**src/wcce_pkg.sv**
```systemverilog
// Shared types and constants for the wire-chamber cluster expander.
// Used by wcce_ctrl, wcce_datapath and the top level; depends on nothing.
`default_nettype none

package wcce_pkg;

    localparam int CODE_W   = 11;
    localparam int SIZE_W   = 8;
    localparam int CFG_W    = 5;
    localparam int WIRE_W   = 12;
    localparam int HITS_W   = 14;
    localparam int CLUS_W   = 7;
    localparam int KIND_W   = 2;
    localparam int STATUS_W = 2;

    // Result kinds.
    localparam logic [KIND_W-1:0] KIND_WIRE = 2'd0;
    localparam logic [KIND_W-1:0] KIND_POS  = 2'd1;
    localparam logic [KIND_W-1:0] KIND_SUM  = 2'd2;

    // Event status codes.
    localparam logic [STATUS_W-1:0] EVT_NONE     = 2'd0;
    localparam logic [STATUS_W-1:0] EVT_SINGLE   = 2'd1;
    localparam logic [STATUS_W-1:0] EVT_MULTIPLE = 2'd2;

    // Input command codes.
    localparam logic CMD_CLUSTER = 1'b0;
    localparam logic CMD_END     = 1'b1;

    localparam logic [HITS_W-1:0] HITS_MAX       = 14'h3FFF;
    localparam logic [CFG_W-1:0]  CFG_SIZE_RESET = 5'd16;

    // Commands from the controller to the datapath.
    typedef struct packed {
        logic load;
        logic emit_wire;
        logic emit_pos;
        logic emit_sum;
    } wcce_cmd_t;

    // Status from the datapath to the controller.
    typedef struct packed {
        logic end_item;
        logic drop;
        logic no_wires;
        logic last_wire;
        logic slot_free;
    } wcce_status_t;

endpackage

`default_nettype wire

```
**src/wcce_datapath.sv**
```systemverilog
// Datapath of the cluster expander: item registers, wire counter, event totals
// and the output register.  Depends on wcce_pkg.
`default_nettype none

module wcce_datapath #(
    parameter int MAX_CLUSTERS = 64
) (
    input  wire logic                            clk,
    input  wire logic                            rst_n,
    input  wire wcce_pkg::wcce_cmd_t             cmd_in,
    output wcce_pkg::wcce_status_t               status,
    input  wire logic                            cfg_we,
    input  wire logic [wcce_pkg::CFG_W-1:0]      cfg_data,
    input  wire logic                            item_cmd,
    input  wire logic [wcce_pkg::CODE_W-1:0]     item_code,
    input  wire logic [wcce_pkg::SIZE_W-1:0]     item_size,
    input  wire logic                            out_stall,
    output logic                                 out_valid,
    output logic [wcce_pkg::KIND_W-1:0]          kind,
    output logic signed [wcce_pkg::WIRE_W-1:0]   wire_number,
    output logic [wcce_pkg::CODE_W-1:0]          position_half,
    output logic                                 parity_error,
    output logic [wcce_pkg::HITS_W-1:0]          hit_count,
    output logic [wcce_pkg::CLUS_W-1:0]          cluster_count,
    output logic [wcce_pkg::STATUS_W-1:0]        event_status,
    output logic                                 overflow,
    output logic                                 last
);

    localparam logic [wcce_pkg::CLUS_W-1:0] MaxClus = wcce_pkg::CLUS_W'(MAX_CLUSTERS);

    logic [wcce_pkg::CFG_W-1:0]         max_size_reg;
    logic [wcce_pkg::CODE_W-1:0]        code_reg;
    logic                               perr_reg;
    logic [wcce_pkg::SIZE_W-1:0]        hit_add_reg;
    logic [wcce_pkg::CFG_W-1:0]         rem_reg;
    logic signed [wcce_pkg::WIRE_W-1:0] wire_cur_reg;
    logic [wcce_pkg::HITS_W-1:0]        hits_reg;
    logic [wcce_pkg::CLUS_W-1:0]        clus_reg;
    logic                               limit_reg;
    logic                               out_valid_reg;

    logic                               in_perr;
    logic [wcce_pkg::CFG_W-1:0]         clamped;
    logic [wcce_pkg::CFG_W-1:0]         n_wires;
    logic [wcce_pkg::WIRE_W:0]          diff;
    logic [wcce_pkg::HITS_W:0]          hits_sum;
    logic [wcce_pkg::CLUS_W-1:0]        clus_inc;
    logic [wcce_pkg::STATUS_W-1:0]      evt_code;
    logic                               emit_any;

    // An odd sum of code and size is consistent, so parity error is an even sum.
    assign in_perr = ~(item_code[0] ^ item_size[0]);
    assign clamped = (item_size > {3'b000, max_size_reg}) ? max_size_reg
                                                          : item_size[wcce_pkg::CFG_W-1:0];
    assign n_wires = in_perr ? '0 : clamped;
    // Floor halving of code minus clamped size: arithmetic shift of a 13-bit difference.
    assign diff    = {2'b00, item_code} - {8'h00, clamped};

    assign hits_sum = {1'b0, hits_reg} + {7'h00, hit_add_reg};
    assign clus_inc = clus_reg + 7'd1;
    assign emit_any = cmd_in.emit_wire | cmd_in.emit_pos | cmd_in.emit_sum;

    always_comb
    begin
        if (clus_reg == '0)
            evt_code = wcce_pkg::EVT_NONE;
        else if (clus_reg == 7'd1)
            evt_code = wcce_pkg::EVT_SINGLE;
        else
            evt_code = wcce_pkg::EVT_MULTIPLE;
    end

    assign status.end_item  = (item_cmd == wcce_pkg::CMD_END);
    assign status.drop      = limit_reg | (clus_reg >= MaxClus);
    assign status.no_wires  = (n_wires == '0);
    assign status.last_wire = (rem_reg == 5'd1);
    assign status.slot_free = ~out_valid_reg | ~out_stall;

    always_ff @(posedge clk or negedge rst_n)
    begin
        if (!rst_n)
        begin
            max_size_reg <= wcce_pkg::CFG_SIZE_RESET;
        end
        else if (cfg_we)
        begin
            max_size_reg <= cfg_data;
        end
    end

    // Item registers and wire counter.
    always_ff @(posedge clk)
    begin
        if (cmd_in.load)
        begin
            code_reg     <= item_code;
            perr_reg     <= in_perr;
            hit_add_reg  <= in_perr ? item_size : {3'b000, clamped};
            rem_reg      <= n_wires;
            wire_cur_reg <= diff[wcce_pkg::WIRE_W:1];
        end
        else if (cmd_in.emit_wire)
        begin
            rem_reg      <= rem_reg - 5'd1;
            wire_cur_reg <= wire_cur_reg + 12'sd1;
        end
    end

    // Event totals.
    always_ff @(posedge clk or negedge rst_n)
    begin
        if (!rst_n)
        begin
            hits_reg  <= '0;
            clus_reg  <= '0;
            limit_reg <= 1'b0;
        end
        else if (cmd_in.emit_sum)
        begin
            hits_reg  <= '0;
            clus_reg  <= '0;
            limit_reg <= 1'b0;
        end
        else if (cmd_in.emit_pos)
        begin
            hits_reg  <= hits_sum[wcce_pkg::HITS_W] ? wcce_pkg::HITS_MAX
                                                    : hits_sum[wcce_pkg::HITS_W-1:0];
            clus_reg  <= clus_inc;
            if (clus_inc >= MaxClus)
                limit_reg <= 1'b1;
        end
    end

    always_ff @(posedge clk or negedge rst_n)
    begin
        if (!rst_n)
            out_valid_reg <= 1'b0;
        else if (emit_any)
            out_valid_reg <= 1'b1;
        else if (!out_stall)
            out_valid_reg <= 1'b0;
    end

    // Output register; fields that do not belong to the kind are zero.
    always_ff @(posedge clk)
    begin
        if (emit_any)
        begin
            wire_number   <= '0;
            position_half <= '0;
            parity_error  <= 1'b0;
            hit_count     <= '0;
            cluster_count <= '0;
            event_status  <= wcce_pkg::EVT_NONE;
            overflow      <= 1'b0;
            last          <= 1'b1;
            if (cmd_in.emit_wire)
            begin
                kind        <= wcce_pkg::KIND_WIRE;
                wire_number <= wire_cur_reg;
                last        <= 1'b0;
            end
            else if (cmd_in.emit_pos)
            begin
                kind          <= wcce_pkg::KIND_POS;
                position_half <= code_reg;
                parity_error  <= perr_reg;
            end
            else
            begin
                kind          <= wcce_pkg::KIND_SUM;
                hit_count     <= hits_reg;
                cluster_count <= clus_reg;
                event_status  <= evt_code;
                overflow      <= limit_reg;
            end
        end
    end

    assign out_valid = out_valid_reg;

endmodule

`default_nettype wire

```
**src/wcce_ctrl.sv**
```systemverilog
// Controller state machine of the cluster expander: sequences one input item
// into its results.  Depends on wcce_pkg.
`default_nettype none

module wcce_ctrl (
    input  wire logic                   clk,
    input  wire logic                   rst_n,
    input  wire logic                   in_valid,
    output logic                        in_stall,
    input  wire wcce_pkg::wcce_status_t status,
    output wcce_pkg::wcce_cmd_t         cmd_out
);

    localparam logic [1:0] ST_IDLE = 2'd0;
    localparam logic [1:0] ST_WIRE = 2'd1;
    localparam logic [1:0] ST_POS  = 2'd2;
    localparam logic [1:0] ST_SUM  = 2'd3;

    logic [1:0] state_reg;
    logic [1:0] state_next;

    assign in_stall = (state_reg != ST_IDLE);

    always_comb
    begin
        state_next        = state_reg;
        cmd_out.load      = 1'b0;
        cmd_out.emit_wire = 1'b0;
        cmd_out.emit_pos  = 1'b0;
        cmd_out.emit_sum  = 1'b0;
        unique case (state_reg)
            ST_IDLE:
            begin
                if (in_valid)
                begin
                    cmd_out.load = 1'b1;
                    if (status.end_item)
                        state_next = ST_SUM;
                    else if (status.drop)
                        state_next = ST_IDLE;
                    else if (status.no_wires)
                        state_next = ST_POS;
                    else
                        state_next = ST_WIRE;
                end
            end
            ST_WIRE:
            begin
                if (status.slot_free)
                begin
                    cmd_out.emit_wire = 1'b1;
                    if (status.last_wire)
                        state_next = ST_POS;
                end
            end
            ST_POS:
            begin
                if (status.slot_free)
                begin
                    cmd_out.emit_pos = 1'b1;
                    state_next       = ST_IDLE;
                end
            end
            ST_SUM:
            begin
                if (status.slot_free)
                begin
                    cmd_out.emit_sum = 1'b1;
                    state_next       = ST_IDLE;
                end
            end
            default:
            begin
                state_next = ST_IDLE;
            end
        endcase
    end

    always_ff @(posedge clk or negedge rst_n)
    begin
        if (!rst_n)
            state_reg <= ST_IDLE;
        else
            state_reg <= state_next;
    end

    // At most one result is produced per cycle.
    a_one_emit: assert property (@(posedge clk) disable iff (!rst_n)
        $onehot0({cmd_out.emit_wire, cmd_out.emit_pos, cmd_out.emit_sum}))
        else $error("more than one result produced in a cycle");

    // A result is only produced when the output register can take it.
    a_emit_free: assert property (@(posedge clk) disable iff (!rst_n)
        (cmd_out.emit_wire || cmd_out.emit_pos || cmd_out.emit_sum) |-> status.slot_free)
        else $error("result produced into an occupied output register");

    // An end-of-event item leads to the summary state.
    a_end_sum: assert property (@(posedge clk) disable iff (!rst_n)
        (cmd_out.load && status.end_item) |=> (state_reg == ST_SUM))
        else $error("end of event did not reach the summary state");

    // The final wire of a cluster is followed by its position.
    a_wire_pos: assert property (@(posedge clk) disable iff (!rst_n)
        (cmd_out.emit_wire && status.last_wire) |=> (state_reg == ST_POS))
        else $error("position did not follow the final wire");

endmodule

`default_nettype wire

```
**src/wire_chamber_cluster_expander.sv**
```systemverilog
// Top level of the wire-chamber cluster expander: controller plus datapath.
// Depends on wcce_pkg, wcce_ctrl and wcce_datapath.
//
//   Channel   Handshake              Payload
//   -------   --------------------   -------------------------------------------
//   input     in_valid / in_stall    cmd, wire_code, cluster_size
//   output    out_valid / out_stall  kind, wire_number, position_half,
//                                    parity_error, hit_count, cluster_count,
//                                    event_status, overflow, last
//   config    cfg_valid / cfg_ready  cfg_data (max_cluster_size)
//
// A cluster word is first captured, then one result per cycle is produced for each wire
// expanded and for the position while the output is not stalled.  An end of event is
// captured and then gives its summary; a dropped cluster word is only captured.
// The controller handles one item at a time.  Reset clears the controller, the event
// totals and the output valid flag, and sets max_cluster_size to 16.  A stall on the
// output holds the current result in the output register and pauses the wire sequence.
`default_nettype none

module wire_chamber_cluster_expander #(
    parameter int MAX_CLUSTERS = 64
) (
    input  wire logic                               clk,
    input  wire logic                               rst_n,
    // Input channel.
    input  wire logic                               in_valid,
    output logic                                    in_stall,
    input  wire logic                               cmd,
    input  wire logic [wcce_pkg::CODE_W-1:0]        wire_code,
    input  wire logic [wcce_pkg::SIZE_W-1:0]        cluster_size,
    // Output channel.
    output logic                                    out_valid,
    input  wire logic                               out_stall,
    output logic [wcce_pkg::KIND_W-1:0]             kind,
    output logic signed [wcce_pkg::WIRE_W-1:0]      wire_number,
    output logic [wcce_pkg::CODE_W-1:0]             position_half,
    output logic                                    parity_error,
    output logic [wcce_pkg::HITS_W-1:0]             hit_count,
    output logic [wcce_pkg::CLUS_W-1:0]             cluster_count,
    output logic [wcce_pkg::STATUS_W-1:0]           event_status,
    output logic                                    overflow,
    output logic                                    last,
    // Configuration channel.
    input  wire logic                               cfg_valid,
    output logic                                    cfg_ready,
    input  wire logic [wcce_pkg::CFG_W-1:0]         cfg_data
);

    wcce_pkg::wcce_cmd_t    ctrl_cmd;
    wcce_pkg::wcce_status_t dp_status;

    // Always ready; the user must issue writes only when idle, as nothing enforces it.
    assign cfg_ready = 1'b1;

    wcce_ctrl u_ctrl (
        .clk      (clk),
        .rst_n    (rst_n),
        .in_valid (in_valid),
        .in_stall (in_stall),
        .status   (dp_status),
        .cmd_out  (ctrl_cmd)
    );

    wcce_datapath #(
        .MAX_CLUSTERS (MAX_CLUSTERS)
    ) u_datapath (
        .clk           (clk),
        .rst_n         (rst_n),
        .cmd_in        (ctrl_cmd),
        .status        (dp_status),
        .cfg_we        (cfg_valid & cfg_ready),
        .cfg_data      (cfg_data),
        .item_cmd      (cmd),
        .item_code     (wire_code),
        .item_size     (cluster_size),
        .out_stall     (out_stall),
        .out_valid     (out_valid),
        .kind          (kind),
        .wire_number   (wire_number),
        .position_half (position_half),
        .parity_error  (parity_error),
        .hit_count     (hit_count),
        .cluster_count (cluster_count),
        .event_status  (event_status),
        .overflow      (overflow),
        .last          (last)
    );

endmodule

`default_nettype wire

```
**config.mk**
```make
export PLATFORM = sky130hd
export DESIGN_NAME = wire_chamber_cluster_expander
export DESIGN_NICKNAME = d
export VERILOG_FILES = /design/src/wcce_pkg.sv /design/src/wcce_datapath.sv /design/src/wcce_ctrl.sv /design/src/wire_chamber_cluster_expander.sv
export SDC_FILE = /design/constraint.sdc
export NUM_CORES = 1
export LEC_CHECK = 0
export ABC_AREA = 1
export BUFFER_PORTS_ARGS = -buffer_cell sky130_fd_sc_hd__buf_4
export CORE_MARGIN = 2
export CORE_UTILIZATION = 35
export CTS_CLUSTER_SIZE = 28
export DETAILED_ROUTE_END_ITERATION = 10
export PLACE_DENSITY = 0.58
export SETUP_SLACK_MARGIN = 0.2
export SLEW_MARGIN = 40
export SYNTH_ARGS = -nofsm -noshare
export SYNTH_HDL_FRONTEND = slang
export SYNTH_SLANG_ARGS = --single-unit
```
**constraint.sdc**
```tcl
create_clock -name clk -period 9 [get_ports clk]
set_input_delay 0 -clock clk [delete_from_list [all_inputs] [get_ports clk]]
set_output_delay 0 -clock clk [all_outputs]
set_load 0.005 [all_outputs]
```
# Word-level counts from Yosys, hierarchy flattened
# Cells that the tools add are included.
[totals]
out_inout_bits = 54
input_bits = 30
wordCells = 95
ff_bits = 118
[classes]
bitwise = 9
order_cmp = 3
mux = 34
n_addsub = 5
reduce_logical = 13
eq_ne = 10
[op_table]
columns = ["op", "count"]
rows = [
  ["$mux W14", 3],
  ["$mux W5", 5],
  ["$mux W12", 2],
  ["$mux W2", 9],
  ["$add A14 B8 Y15", 1],
  ["$ge A7 B7 Y1 const B", 2],
  ["$mux W7", 2],
  ["$add A12 B2 Y12 const B", 1],
  ["$mux W1", 12],
  ["$sub A11 B5 Y12", 1],
  ["$gt A8 B5 Y1", 1],
  ["$reduce_bool A2 Y1", 4],
  ["$add A7 B1 Y7 const B", 1],
  ["$eq A7 B1 Y1 const B", 1],
  ["$logic_not A7 Y1", 1],
  ["$ne A2 B2 Y1 const B", 3],
  ["$pmux W2 S3", 1],
  ["$reduce_or A2 Y1", 3],
  ["$eq A5 B1 Y1 const B", 1],
  ["$logic_not A5 Y1", 1],
  ["$sub A5 B1 Y5 const B", 1],
  ["$eq A2 B2 Y1 const B", 2],
  ["$ne A2 B1 Y1 const B", 2],
  ["$not A1 Y1", 4],
  ["other kinds (7)", 10],
]

# Logic depth before layout (Yosys ltp)
[logic_depth]
depth_word = 9
depth_mapped = 25
ltp_nobuf = 25

# Cells and area by module
# A second synthesis with hierarchy kept.
[unflattened]
hier_cells = 646
area_unflattened_um2 = 5988.2
[by_module_without_submodules]
columns = ["mod", "n_inst", "cells_per_inst", "area_each_um2"]
rows = [
  ["wcce_datapath", 1, 609, 5794.3],
  ["wcce_ctrl", 1, 35, 182.7],
  ["wire_chamber_cluster_expander", 1, 2, 11.3],
]

# Worst setup path after synthesis
# OpenSTA, ideal clock, no wires.
[synth_timing]
path_kind = "reg-to-reg"
from = "reg u_datapath.out_valid_reg (netlist: u_datapath.out_valid)"
to = "reg u_datapath.cluster_count[0] (netlist name), enable pin"
path_stages_with_launch = 4
synth_period_minus_slack_ps = 3136
t_arrival_ps = 2676
setup_slack_ps = 5864
setup_time_ps = 460
path_cell_list = "dfrtp_1 nand2_1 inv_1 nor2_1"
[synth_between]
elab_chain_cells = 6
[synth_rtl]
columns = ["item", "line_no", "rtl"]
rows = [
  ["start: declaration", "wcce_datapath.sv:41", "logic out_valid_reg;"],
  ["start signal: assignment", "wcce_datapath.sv:138", "out_valid_reg <= 1'b0;"],
  ["start signal: assignment", "wcce_datapath.sv:140", "out_valid_reg <= 1'b1;"],
  ["start signal: assignment", "wcce_datapath.sv:142", "out_valid_reg <= 1'b0;"],
  ["$not A1 Y1 *", "wcce_datapath.sv:78", "assign status.slot_free = ~out_valid_reg | ~out_stall;"],
  ["$or A1 B1 Y1 *", "wcce_datapath.sv:78", ""],
  ["$mux W1 *", "wcce_ctrl.sv:49, wcce_ctrl.sv:58, wcce_ctrl.sv:66", ""],
  ["$mux W1", "wcce_ctrl.sv:31", "unique case (state_reg)"],
  ["$or A1 B1 Y1", "wcce_datapath.sv:62", "assign emit_any = cmd_in.emit_wire | cmd_in.emit_pos | cmd_in.emit_sum;"],
  ["$or A1 B1 Y1 *", "wcce_datapath.sv:62", ""],
  ["net u_datapath.emit_any", "wcce_datapath.sv:50", "logic emit_any;"],
  ["end signal: assignment", "wcce_datapath.sv:174", "cluster_count <= clus_reg;"],
  ["end: declaration", "wcce_datapath.sv:24", "output logic [wcce_pkg::CLUS_W-1:0] cluster_count,"],
]
# The timed path passes the listed nets; every way through them passes the cells marked *.
# A chain may end at the register's enable or synchronous reset.

# Worst setup path after layout
[layout_timing]
from = "reg u_datapath.out_valid_reg (netlist: u_datapath.out_valid)"
to = "reg u_datapath.event_status[1] (netlist name), data pin"
[layout_between]
elab_chain_cells = 5
[layout_rtl]
columns = ["item", "line_no", "rtl"]
rows = [
  ["$not A1 Y1 *", "wcce_datapath.sv:78", ""],
  ["$or A1 B1 Y1 *", "wcce_datapath.sv:78", ""],
  ["$mux W1 *", "wcce_ctrl.sv:49, wcce_ctrl.sv:58", ""],
  ["$mux W1", "wcce_ctrl.sv:31", ""],
  ["$reduce_or A3 Y1 (no source line) *", "n/a", ""],
  ["end signal: assignment", "wcce_datapath.sv:155", "event_status <= wcce_pkg::EVT_NONE;"],
  ["end signal: assignment", "wcce_datapath.sv:175", "event_status <= evt_code;"],
  ["end: declaration", "wcce_datapath.sv:25", "output logic [wcce_pkg::STATUS_W-1:0] event_status,"],
]
# Every way passes the cells marked *; elsewhere a longest branch is shown, timed or not.

==> summary by stage <==
Outcome
The flow ran to the end, and the final reports show no timing, DRC or antenna violations.

CTS
In this run the post-CTS setup repair buffer count came out at 0. Clock tree synthesis inserted a total of 17 buffers. The number of buffers on the longest clock path is 2. Post-CTS repair changed the size of 0 cells. The clock-pin slew on the worst setup and hold paths is about 0.060 ns. The H-tree generated during clock tree synthesis spans 4 levels. Counting every sink on the clock net gives 118. The cell at the root of the clock tree is clkbuf_16. TritonCTS built the clock tree. The clock reaches the later pin of the worst-skew pair after about 0.4 ns.

Synth
The synthesized netlist net count is 682. In this run, synthesis inferred 88 flip-flops with an integrated enable. During synthesis, Yosys emitted a total of 0 warnings. The most used flip-flop cell after synthesis is edfxtp_1. Sequential elements use a little under three fifths of the synthesized area.

Each instance of the synthesized netlist takes up on average about 9.5 um^2. The combined area of all synthesized cells is 5970 um^2. In the synthesized netlist the async set-or-reset flop fraction comes to 25.4%. The number of distinct library cells after synthesis is between 40 and 50. The post-synthesis instance total is 630. The post-synthesis register bit count is around 120.

Timing
The post-route setup TNS is 0 ns. For the pin with the worst max-slew slack, the measured transition is between 0.7 and 0.8 ns. The headroom to the max-slew limit is about half. Derived from the worst setup path, the maximum achievable clock frequency is just over 300 MHz.

Across the routed clock network, the largest skew measured is approximately 0.0080 ns. The number of max-slew violations in the final report came to 0. The smallest clock period supported by the final layout is computed as about 3.3 ns. The number of hold violations in the final report came to 0. Setup violations remaining at the end of the flow were counted as 0. The post-route clock period utilization is between 30% and 40%.

Setup repair after global routing left no endpoint under its margin.

Pwr
The power density over cell area is about 310 nW/um^2. The static leakage power is 3.48 nW. The peak ir drop on the vdd network is 172 uV. Per report_power, the clock group accounts for between 20% and 30% of the total.

The power share of the combinational group is between 30% and 40%. The internal power summed over all cells is approximately 0.0016 W. Net switching is between 30 and 40% of the power. For this design the total switching power over the nets is roughly 0.00080 W.

The part of the power in registers is a little under 40%.

Route
Dividing the detail-routed via count by the number of cells gives 4.68. The DRC violation count after routing is 0. In the final routed layout, each cell accounts on average for around 13 um.

The detailed router finished its first iteration with around 360 violations. The number of nets with antenna violations after routing is 0. The total wire length after detailed routing is about 13000 um. The via count of the routed design is 4621. The number of iterations in the first detailed-routing pass is 5.

GRT
The global-route track usage on met1 is roughly a fifth. The routing usage on met2 is about 24%. The wire length of the first global-routing pass is between 20000 and 25000 um. The maximum number of pins on one net before global-route repair is 52. The via count of the first global-routing pass is 4640.

In the global route stage, overall resource usage came out at between 10% and 20%. The number of antenna violations at the first check in global routing is 0. The met3 layer usage reported by global route is 3.79%. The overall overflow remaining after global route is 0. After global routing, the most crowded layer is met2.

Final layout
Of the cells placed in the final design, the portion with a size suffix greater than 1 is 19.8%. At the end of the flow the core is filled with cells to between 40% and 50%. Leaving out fill and tap cells, the most frequent cell in the layout is inv_1. The top cell types in the final layout, fill and taps aside, are inv_1, nand2_1, edfxtp_1, buf_4, nor2_1. The net count of the finished layout is between 800 and 900. 0 antenna diodes ended up in the layout. The layout-stage area growth over the synthesis result is 29.9%.

Placement
The HPWL reported at the end of detailed placement is 9600 um. The global placer's final weighted congestion is 0.846. Port buffering added 82 buffers.

Die
The floorplan step set the die height to 135 um. The floorplan has 47 rows. The placeable core region is approximately 17000 um^2. Once the floorplan was initialized, standard cells occupied ~36% of the core.

The total die area is 18100 um^2. The die width is ~130 um. In this run the count of I/O pins placed on the die edge is between 80 and 90.

Setup path
The setup path with the least slack is of type flip-flop to flip-flop. The category of the worst setup path launch point is a flip-flop. The timing startpoint of the critical path is u_datapath.out_valid. The beginning of the worst register-to-register path is u_datapath.out_valid.

Data on the critical path arrives at its endpoint at 3.39 ns. At the worst endpoint, the required time is around 9 ns. The worst register-to-register path has a setup slack of around 5.7 ns.

Of all nets on the critical path, the largest fanout is 23. The nature of the critical path endpoint is a flip-flop.

Min path
The worst hold path belongs to the class input port to flip-flop. The startpoint identified for the worst hold timing path is cluster_size[2].

Job
The max-capacitance violation count is 0.
stage by stage:
step                      total power (W)  instance area (um^2)  instances  hold slack, ns  setup slack, ns
after global routing              0.00260                  7760        987          0.0648             5.36
after detailed placement          0.00176                  6830        920         -0.0311             5.48
after floorplan                   0.00144                  5970        630          -0.296             5.86
after global placement            0.00174                  6830        920         -0.0328             5.75
final                             0.00243                  7760        987          0.0610             5.75
after CTS                         0.00245                  7760        987          0.0330             5.47
synthesized netlist by cell type, types with 2 or more instances:
cell / instances / area [um^2]
nor4_1: 3 / 18.8
dfrtp_1: 29 / 726
inv_2: 5 / 18.8
nor2_1: 75 / 282
ha_1: 21 / 263
inv_1: 101 / 379
nor3_1: 12 / 60.1
buf_2: 2 / 10.0
xnor2_1: 4 / 35.0
o22ai_1: 6 / 37.5
o21ai_0: 44 / 220
a31oi_1: 2 / 12.5
nor2_2: 3 / 18.8
a21oi_1: 29 / 145
clkbuf_1: 9 / 33.8
o21ai_1: 5 / 25.0
or2_2: 4 / 25.0
xor2_1: 9 / 78.8
buf_1: 2 / 7.51
nand2_4: 2 / 22.5
nand3_2: 9 / 90.1
nand2_1: 98 / 368
nand4_1: 6 / 37.5
edfxtp_1: 88 / 2640
nand3_1: 36 / 180
nand2_2: 11 / 68.8
critical path: stages (launching register included):
cell     delay, ns
dfrtp_1       0.38
nand2_1       0.12
inv_1         0.11
nor2_1        0.10
buf_4         0.26
inv_1         0.16
nor2_1        0.53
inv_1         0.55
nand2_2       0.50
inv_1         0.12
nand2_1       0.10
a31oi_1       0.04
path summary, 6_finish.rpt:
path | end | cells past startpoint
setup / recovery | u_datapath.event_status[1] | 11
hold / removal | u_datapath.hit_add_reg[2] | 3
setup reg to reg | u_datapath.event_status[1] | 11
hold reg to reg | u_datapath.position_half[8] | 2
max in group asynchronous | u_datapath.max_size_reg[4] | 2
min in group asynchronous | u_datapath.max_size_reg[0] | 2
cells by family after synthesis:
logic type | Yosys count | share of synthesized area (%)
adders and majority gates | 22 | 4.74
other | 1 | 0.0628
xor gates and xnor gates | 13 | 1.91
DFF | 118 | 56.9
and+or+nand+nor | 263 | 20.5
buffers and inverters | 120 | 7.65
AOI/OAI and AO/OA | 93 | 8.34
power by group through the flow:
| stage | registers, W | logic (W) | clock network (W) |
|---|---|---|---|
| 3_3_place_gp | 0.000959 | 0.000779 | 0 |
| 3_5_place_dp | 0.000967 | 0.000795 | 0 |
| 2_1_floorplan | 0.000962 | 0.000476 | 0 |
| 6_report | 0.000956 | 0.000808 | 0.000662 |
| 4_1_cts | 0.000957 | 0.000814 | 0.000674 |
| 5_1_grt | 0.000977 | 0.000919 | 0.000701 |
cell type report:
cell class              instances  area (um^2)
repair buffers                119          981
multi-input cells             392         2130
flip-flops and latches        118         3390
clock buffers                  20          447
inverters                     106          398
clock inverters                12          134
well taps                     220          275
fillers                      1559         8880
what timing repair did:
| item | in CTS | in global routing |
|---|---|---|
| hold buffers | 35 | 0 |
| endpoints found under the setup margin | 0 | 0 |
| endpoints found under the hold margin | 59 | 0 |
layer usage:
layer | vias to the layer above | wire length, um
met5 | - | 0
met4 | 0 | 269
met1 | 2140 | 6270
met2 | 126 | 6060
met3 | 21 | 549
li1 | 2334 | -
(Power assumes the default switching activity.)
